`config.mk`:
```
export PLATFORM = sky130hd
export DESIGN_NAME = scan_breakpoint_segmenter_core
export DESIGN_NICKNAME = d
export VERILOG_FILES = /design/src/rtl/sbseg_pkg.sv /design/src/rtl/scan_breakpoint_segmenter_core.sv
export SDC_FILE = /design/constraint.sdc
export NUM_CORES = 2
export LEC_CHECK = 0
export BUFFER_PORTS_ARGS = -buffer_cell sky130_fd_sc_hd__buf_4
export CORE_ASPECT_RATIO = 1.25
export CORE_MARGIN = 1
export CORE_UTILIZATION = 50
export CTS_CLUSTER_DIAMETER = 150
export DETAILED_ROUTE_END_ITERATION = 8
export PLACE_DENSITY = 0.66
export SETUP_SLACK_MARGIN = 0.2
export SLEW_MARGIN = 20
export SYNTH_ARGS = -nofsm -noshare
export SYNTH_HDL_FRONTEND = slang
export SYNTH_SLANG_ARGS = --single-unit
```
`constraint.sdc`:
```
create_clock -name clk -period 11 [get_ports clk]
set_input_delay 1.1 -clock clk [delete_from_list [all_inputs] [get_ports clk]]
set_output_delay 1.1 -clock clk [all_outputs]
set_load 0.02 [all_outputs]
```
`src/rtl/sbseg_pkg.sv`:
```
// Shared types and constants for the scan breakpoint segmenter.
// No dependencies; imported by scan_breakpoint_segmenter_core.
`timescale 1ns / 1ps
`default_nettype none

package sbseg_pkg;

    localparam int MAX_BEAMS  = 2048;
    localparam int BEAM_W     = $clog2(MAX_BEAMS);
    localparam int IDX_W      = 11;
    localparam int RANGE_W    = 16;
    localparam int CFG_W      = 32;
    localparam int CFG_IDX_W  = 2;
    localparam int OUT_DATA_W = 40;

    localparam logic [BEAM_W-1:0] BEAM_LAST = BEAM_W'(MAX_BEAMS - 1);
    localparam logic [IDX_W-1:0]  PAIR_MAX  = {IDX_W{1'b1}};

    localparam logic [CFG_W-1:0] THRESH_RESET = 32'd10000;
    localparam logic [IDX_W-1:0] MINPR_RESET  = 11'd5;
    localparam logic [CFG_W-1:0] COSF_RESET   = 32'd81780;

    typedef enum logic [CFG_IDX_W-1:0] {
        CFG_DIST_SQ_THRESHOLD   = 2'd0,
        CFG_MIN_PAIRS           = 2'd1,
        CFG_TWICE_ONE_MINUS_COS = 2'd2
    } cfg_idx_t;

    typedef enum logic [1:0] {
        S_IDLE   = 2'd0,
        S_AB     = 2'd1,
        S_CROSS  = 2'd2,
        S_DECIDE = 2'd3
    } state_t;

endpackage

`default_nettype wire

```
`src/rtl/scan_breakpoint_segmenter_core.sv`:
```
// Breakpoint segmenter for laser range scans, top level.
// Depends on sbseg_pkg (types, widths, register reset values).
`timescale 1ns / 1ps
`default_nettype none

// Usage:
//   s_* : one beam per word. tdata = range in mm, tuser = range valid,
//         tlast = final beam of the scan.
//   m_* : one word per reported segment or final beam of a scan (one
//         word if both). tuser = segment kept, tlast = scan done.
//   cfg_* : register writes (0 threshold, 1 min pairs, 2 cosine factor);
//         always ready, write only while the block is idle.
// One 32x32 multiplier is shared: |dr|^2 in the accept cycle, r1*r2 next,
// then the product with the cosine factor, and the compare and segment
// update in the decide step. A new beam is accepted only once the last
// one's decide step commits; its result is registered then and shown on
// m_tvalid in the cycle after. The output register lets a new beam be
// accepted while a result waits; if the receiver stalls, the next beam
// that has a result holds in its final cycle until the waiting word is
// taken.
// Reset: registers return to their reset values, scan state clears, and
// the block is ready as soon as reset is released.
module scan_breakpoint_segmenter_core
    import sbseg_pkg::*;
(
    input  wire logic                  clk,
    input  wire logic                  rst_n,
    input  wire logic                  s_tvalid,
    output logic                       s_tready,
    input  wire logic [RANGE_W-1:0]    s_tdata,   // [15:0] range_mm
    input  wire logic                  s_tuser,   // [0] range_valid
    input  wire logic                  s_tlast,   // scan_last
    output logic                       m_tvalid,
    input  wire logic                  m_tready,
    output logic [OUT_DATA_W-1:0]      m_tdata,   // [10:0] seg_first, [21:11] seg_final,
                                                  // [32:22] seg_pairs, [39:33] zero
    output logic                       m_tuser,   // [0] seg_valid
    output logic                       m_tlast,   // scan_done
    input  wire logic                  cfg_valid,
    output logic                       cfg_ready,
    input  wire logic [CFG_IDX_W-1:0]  cfg_index,
    input  wire logic [CFG_W-1:0]      cfg_data
);

    // configuration
    logic [CFG_W-1:0] thresh_reg;
    logic [IDX_W-1:0] min_pairs_reg;
    logic [CFG_W-1:0] cosf_reg;

    // sequencer
    state_t state_reg, state_next;

    // beam being worked on
    logic [RANGE_W-1:0] r_reg;
    logic               ok_reg;
    logic               last_reg;

    // arithmetic
    logic [2*CFG_W-1:0] mul_p;
    logic [CFG_W-1:0]   mul_a, mul_b;
    logic [RANGE_W-1:0] diff;
    logic [CFG_W-1:0]   sq_reg, ab_reg, cross_reg;
    logic [CFG_W:0]     dist_sq;

    // scan state
    logic [RANGE_W-1:0] prev_range_reg, prev_range_next;
    logic               prev_ok_reg, prev_ok_next;
    logic [BEAM_W-1:0]  beam_index_reg, beam_index_next;
    logic               in_segment_reg, in_segment_next;
    logic [BEAM_W-1:0]  open_start_reg, open_start_next;
    logic [IDX_W-1:0]   pair_count_reg, pair_count_next;

    // result
    logic               kept;
    logic [BEAM_W-1:0]  k_first, k_final;
    logic [IDX_W-1:0]   k_pairs;
    logic               join_ok;
    logic               emit;
    logic               out_free;
    logic               commit;

    logic               out_valid_reg;
    logic [OUT_DATA_W-1:0] out_data_reg;
    logic               out_user_reg;
    logic               out_last_reg;

    assign cfg_ready = 1'b1;
    assign s_tready  = (state_reg == S_IDLE);
    assign m_tvalid  = out_valid_reg;
    assign m_tdata   = out_data_reg;
    assign m_tuser   = out_user_reg;
    assign m_tlast   = out_last_reg;

    // shared multiplier, operands picked by state
    assign diff = (s_tdata > prev_range_reg) ? (s_tdata - prev_range_reg)
                                             : (prev_range_reg - s_tdata);

    always_comb
    begin
        unique case (state_reg)
            S_IDLE:
            begin
                mul_a = CFG_W'(diff);
                mul_b = CFG_W'(diff);
            end
            S_AB:
            begin
                mul_a = CFG_W'(prev_range_reg);
                mul_b = CFG_W'(r_reg);
            end
            S_CROSS:
            begin
                mul_a = ab_reg;
                mul_b = cosf_reg;
            end
            default:
            begin
                mul_a = '0;
                mul_b = '0;
            end
        endcase
    end

    assign mul_p   = mul_a * mul_b;
    assign dist_sq = {1'b0, sq_reg} + {1'b0, cross_reg};

    assign emit     = kept || last_reg;
    assign out_free = !out_valid_reg || m_tready;
    assign commit   = (state_reg == S_DECIDE) && (!emit || out_free);

    always_comb
    begin
        state_next = state_reg;
        unique case (state_reg)
            S_IDLE:   if (s_tvalid) state_next = S_AB;
            S_AB:     state_next = S_CROSS;
            S_CROSS:  state_next = S_DECIDE;
            S_DECIDE: if (commit) state_next = S_IDLE;
            default:  state_next = S_IDLE;
        endcase
    end

    // segment decision for the beam in hand
    always_comb
    begin
        join_ok         = (beam_index_reg != '0) && prev_ok_reg && ok_reg
                          && (dist_sq < {1'b0, thresh_reg});
        in_segment_next = in_segment_reg;
        open_start_next = open_start_reg;
        pair_count_next = pair_count_reg;
        kept            = 1'b0;
        k_first         = '0;
        k_final         = '0;
        k_pairs         = '0;

        if (beam_index_reg != '0)
        begin
            if (join_ok)
            begin
                if (!in_segment_reg)
                begin
                    in_segment_next = 1'b1;
                    open_start_next = beam_index_reg - 1'b1;
                    pair_count_next = IDX_W'(1);
                end
                else if (pair_count_reg < PAIR_MAX)
                begin
                    pair_count_next = pair_count_reg + 1'b1;
                end
            end
            else if (in_segment_reg)
            begin
                if (pair_count_reg > min_pairs_reg)
                begin
                    kept    = 1'b1;
                    k_first = open_start_reg;
                    k_final = beam_index_reg - 1'b1;
                    k_pairs = pair_count_reg;
                end
                in_segment_next = 1'b0;
                open_start_next = '0;
                pair_count_next = '0;
            end
        end

        // scan end: open segment ends at the final beam itself
        if (last_reg && in_segment_next)
        begin
            if (pair_count_next > min_pairs_reg)
            begin
                kept    = 1'b1;
                k_first = open_start_next;
                k_final = beam_index_reg;
                k_pairs = pair_count_next;
            end
            in_segment_next = 1'b0;
        end

        if (last_reg)
        begin
            prev_range_next = '0;
            prev_ok_next    = 1'b0;
            beam_index_next = '0;
            in_segment_next = 1'b0;
            open_start_next = '0;
            pair_count_next = '0;
        end
        else
        begin
            prev_range_next = r_reg;
            prev_ok_next    = ok_reg;
            beam_index_next = (beam_index_reg < BEAM_LAST) ? beam_index_reg + 1'b1
                                                          : beam_index_reg;
        end
    end

    always_ff @(posedge clk or negedge rst_n)
    begin
        if (!rst_n)
        begin
            state_reg <= S_IDLE;
        end
        else
        begin
            state_reg <= state_next;
        end
    end

    always_ff @(posedge clk or negedge rst_n)
    begin
        if (!rst_n)
        begin
            thresh_reg    <= THRESH_RESET;
            min_pairs_reg <= MINPR_RESET;
            cosf_reg      <= COSF_RESET;
        end
        else if (cfg_valid && cfg_ready)
        begin
            unique case (cfg_index)
                CFG_DIST_SQ_THRESHOLD:   thresh_reg    <= cfg_data;
                CFG_MIN_PAIRS:           min_pairs_reg <= cfg_data[IDX_W-1:0];
                CFG_TWICE_ONE_MINUS_COS: cosf_reg      <= cfg_data;
                default:                 ;
            endcase
        end
    end

    // datapath registers, no reset needed
    always_ff @(posedge clk)
    begin
        if (s_tvalid && s_tready)
        begin
            r_reg    <= s_tdata;
            ok_reg   <= s_tuser;
            last_reg <= s_tlast;
            sq_reg   <= mul_p[CFG_W-1:0];
        end
        if (state_reg == S_AB)
        begin
            ab_reg <= mul_p[CFG_W-1:0];
        end
        if (state_reg == S_CROSS)
        begin
            cross_reg <= mul_p[2*CFG_W-1:CFG_W];
        end
    end

    always_ff @(posedge clk or negedge rst_n)
    begin
        if (!rst_n)
        begin
            prev_range_reg <= '0;
            prev_ok_reg    <= 1'b0;
            beam_index_reg <= '0;
            in_segment_reg <= 1'b0;
            open_start_reg <= '0;
            pair_count_reg <= '0;
        end
        else if (commit)
        begin
            prev_range_reg <= prev_range_next;
            prev_ok_reg    <= prev_ok_next;
            beam_index_reg <= beam_index_next;
            in_segment_reg <= in_segment_next;
            open_start_reg <= open_start_next;
            pair_count_reg <= pair_count_next;
        end
    end

    always_ff @(posedge clk or negedge rst_n)
    begin
        if (!rst_n)
        begin
            out_valid_reg <= 1'b0;
        end
        else if (commit && emit)
        begin
            out_valid_reg <= 1'b1;
        end
        else if (m_tready)
        begin
            out_valid_reg <= 1'b0;
        end
    end

    always_ff @(posedge clk)
    begin
        if (commit && emit)
        begin
            out_data_reg <= {7'd0, k_pairs, IDX_W'(k_final), IDX_W'(k_first)};
            out_user_reg <= kept;
            out_last_reg <= last_reg;
        end
    end

`ifndef NO_ASSERTIONS
    a_busy_after_accept: assert property (@(posedge clk) disable iff (!rst_n)
        (s_tvalid && s_tready) |=> !s_tready)
        else $error("accepted a beam while one was in flight");

    a_no_pairs_outside: assert property (@(posedge clk) disable iff (!rst_n)
        !in_segment_reg |-> (pair_count_reg == '0))
        else $error("pair count left over outside a segment");

    a_start_before_index: assert property (@(posedge clk) disable iff (!rst_n)
        in_segment_reg |-> (open_start_reg < beam_index_reg))
        else $error("open segment start not before current beam");

    a_result_from_decide: assert property (@(posedge clk) disable iff (!rst_n)
        $rose(out_valid_reg) |-> ($past(state_reg) == S_DECIDE))
        else $error("result word raised outside the decide step");

    a_no_overwrite: assert property (@(posedge clk) disable iff (!rst_n)
        (out_valid_reg && !m_tready) |-> !(commit && emit))
        else $error("pending result word overwritten");
`endif

endmodule

`default_nettype wire

```
==> parameters.txt <==
Parameter                              Value

Run status
  Status ... complete, no violations

Global routing
  GR Overflow Total ... 0
  First-pass GRT wire length ... 273 mm
  Via count of the first global-routing pass ... 43400
  Initial antenna violation count ... 7
  Overall global routing resource usage ... 0.367
  Maximum number of pins on one net before global-route repair ... 116

Layout
  Net count of the finished layout ... 7072
  Post-route core utilization ... 0.567
  Largest register FFs ... 33
  Signed area change from the synthesized netlist to the final layout ... 12.3%
  Layout cells sized above 1 ... 0.131

CTS
  Sinks on the clock net ... 278
  Clock transition at the registers of the reported paths ... 0.06 ns
  Num CTS Buffers ... 30
  Source-to-sink clock delay at the later pin of the worst-skew pair ... 0.58 ns
  Cell chosen for the clock root ... clkbuf_16
  CTS tree ... done
  H-Tree Level Count ... 1
  Longest Clk Path Bufs ... 3

Placement
  Placement Setup Slack ... -0.493 ns
  RD Place Congestion ... 1.02
  Number of input and output port buffers inserted ... 93
  Half-perimeter wire length after detailed placement ... 152 mm

Critical path
  Worst reg-to-reg setup slack ... 0.65 ns
  Crit path top cell by count ... fa_1
  Length in cells of the worst reg-to-reg path ... 34
  Highest cell delay on the worst timing path ... 0.56 ns
  CP Capture Type ... flip-flop
  FF-to-FF End ... cross_reg[27]
  Startpoint-to-endpoint class of the critical path ... primary input to flip-flop
  Critical-path top delay cell ... fa_1
  Worst reg2reg startpoint ... prev_range_reg[0]
  Data arrival time at the worst-slack endpoint ... 10.85 ns
  Required time at the worst-slack endpoint ... 11.29 ns
  Type of origin of the critical path ... primary input
  Worst-path maximum fanout ... 7

Detailed routing
  Number of nets still failing antenna checks after routing ... 0
  Routed vias/inst ... 5.84
  Remaining DRCs ... 0
  Wire length per cell after detailed routing ... 25.9 um
  Number of detailed-route iterations in the first pass ... 8
  First-iteration detailed-routing DRC count ... 3523
  Total number of vias ... 41300
  Total Routed Length ... 183 mm

STA
  Worst slew margin relative to its limit ... 0.255
  Final Hold Violating Endpoints ... 0
  Achievable clock frequency ... 94.7 MHz
  Final Max Tran Viols ... 0
  # setup viols final ... 0
  Final worst-path cycle share ... 0.960
  Min cycle time layout ... 10.56 ns
  Slew at the pin with the worst max-slew slack ... 1.12 ns
  Worst setup slack after layout ... 0.440 ns
  RSZ-0062 raised after global routing ... true
  Clk_skew ... 0.0122 ns
  Summed negative setup slack over all endpoints ... 0 ns

Synthesis
  Post-synthesis instance area ... 49900 um2
  Flop and latch count out of synthesis ... 278
  Yosys Warn Count ... 0
  Post-Synthesis Mean Instance Area ... 9.13 um2
  Number of instances in the synthesized netlist ... 5473
  Async set-or-reset flop fraction in the synthesized netlist ... 0.464
  Dominant register cell in the synthesized netlist ... edfxtp_1
  Register area share after synthesis ... 0.155
  Number of enable-type register cells in the synthesized netlist ... 149
  Netlist cell types ... 105

Die
  Overall die area ... 101000 um2
  Number of rows created at floorplan ... 129
  I/O pin count ... 102
  Die X ... 285 um
  Starting Density ... 0.505
  Area inside the core boundary ... 98900 um2
  Vertical die dimension ... 355 um

Job
  Number of max-cap violations ... 0

Hold path
  HP Class ... primary input to asynchronous set/reset pin
## cell usage in the layout, fill, tap and decap left out, types with 111 or more instances in the layout
| cell | Yosys | layout |
|---|---|---|
| nand2_1 | 559 | 558 |
| a21oi_1 | 136 | 130 |
| nor2_1 | 414 | 411 |
| and3_1 | 111 | 111 |
| edfxtp_1 | 149 | 149 |
| nor3_1 | 153 | 148 |
| dfrtp_1 | 111 | 111 |
| buf_4 | 14 | 488 |
| inv_1 | 1059 | 1059 |
| fa_1 | 899 | 899 |
| nand3_1 | 153 | 153 |
| o21ai_0 | 196 | 192 |
| ha_1 | 387 | 384 |
## critical path: cells and delay by family
kind,cells,cell delay [ns]
AND/OR/NAND/NOR,6,1.36
adder cells (fa/ha/maj),11,4.94
AO/OA/AOI/OAI,12,2.24
buffers and inverters,9,1.20
## worst max-delay path by stage
| stage | start | endpoint | slack, ns |
|---|---|---|---|
| final | s_tdata[0] | cross_reg[27] | 0.44 |
| after global routing | s_tdata[0] | cross_reg[24] | 0.18 |
| after CTS | s_tdata[0] | cross_reg[27] | 0.23 |
| after detailed placement | s_tdata[0] | cross_reg[27] | -0.49 |
| after global placement | s_tdata[0] | cross_reg[27] | -0.41 |
| after floorplan | s_tdata[0] | cross_reg[24] | 0.44 |
## synth_stat cells, types with 18 or more instances
cell type | instances | share of area
nand2_1 | 559 | 0.042
ha_1 | 387 | 0.097
a21o_1 | 102 | 0.015
nor3_1 | 153 | 0.015
dfstp_2 | 18 | 0.0095
o21bai_1 | 18 | 0.0027
xnor2_1 | 68 | 0.012
edfxtp_1 | 149 | 0.090
o31ai_1 | 18 | 0.0027
buf_2 | 58 | 0.0058
nand4_1 | 27 | 0.0034
and3_1 | 111 | 0.014
clkbuf_1 | 218 | 0.016
a22o_1 | 22 | 0.0039
nor2_1 | 414 | 0.031
xor2_1 | 33 | 0.0058
a31oi_1 | 25 | 0.0031
fa_1 | 899 | 0.36
o21a_1 | 33 | 0.0050
a22oi_1 | 23 | 0.0035
nor2b_1 | 19 | 0.0024
inv_1 | 1059 | 0.080
o21ai_0 | 196 | 0.020
nand3_1 | 153 | 0.015
dfrtp_1 | 111 | 0.056
nand2b_1 | 40 | 0.0050
mux2_2 | 47 | 0.011
a21oi_1 | 136 | 0.014
and2_1 | 45 | 0.0056
## per-stage QoR
| step | instances | area [um2] | hold WS, ns |
|---|---|---|---|
| 6_report | 7066 | 56100 | 0.498 |
| 5_1_grt | 7064 | 56100 | 0.521 |
| 3_3_place_gp | 7005 | 54700 | 0.488 |
| 4_1_cts | 7061 | 55800 | 0.511 |
| 3_5_place_dp | 7005 | 54700 | 0.497 |
| 2_1_floorplan | 5479 | 50000 | 0.424 |
## per-layer routing
| metal | routed length, um | up-vias | global-route usage |
|---|---|---|---|
| met1 | 64200 | 20900 | 0.424 |
| met5 | 21 | - | 0 |
| met3 | 13400 | 629 | 0.0560 |
| met4 | 16600 | 2 | 0.268 |
| met2 | 88600 | 1892 | 0.620 |
| li1 | - | 17900 | - |
## logic make-up (layout without fill, tap and decap cells)
| group | count (synthesis) | count (layout) | share of synthesized area |
|---|---|---|---|
| simple gates | 1615 | 1615 | 0.149 |
| buf+inv | 1368 | 1642 | 0.106 |
| fa+ha+maj | 1286 | 1286 | 0.457 |
| compound gates | 767 | 767 | 0.103 |
| flops | 278 | 278 | 0.155 |
| xor+xnor | 101 | 101 | 0.0177 |
| mux | 56 | 56 | 0.0126 |
| other cells | 2 | 11 | 0.000150 |
## final cells by class
type,instances,area (um2)
Clock inverter,21,287
Inverter,1061,3980
Antenna cell,3,7.51
Tap cell,1310,1640
Fill cell,8901,42800
Multi-Input combinational cell,3833,37300
Sequential cell,278,7720
Timing Repair Buffer,525,4400
Clock buffer,35,810
## timing repair
item | CTS | global route
hold buffers | 0 | 0
setup buffers | 0 | 2
gates resized for setup | 1 | 49
endpoints found under the setup margin | 4 | 31
pin swaps | 0 | 10
Power is not shown: default switching activity piles up to over one toggle a cycle in this logic, so the estimate is an artifact.
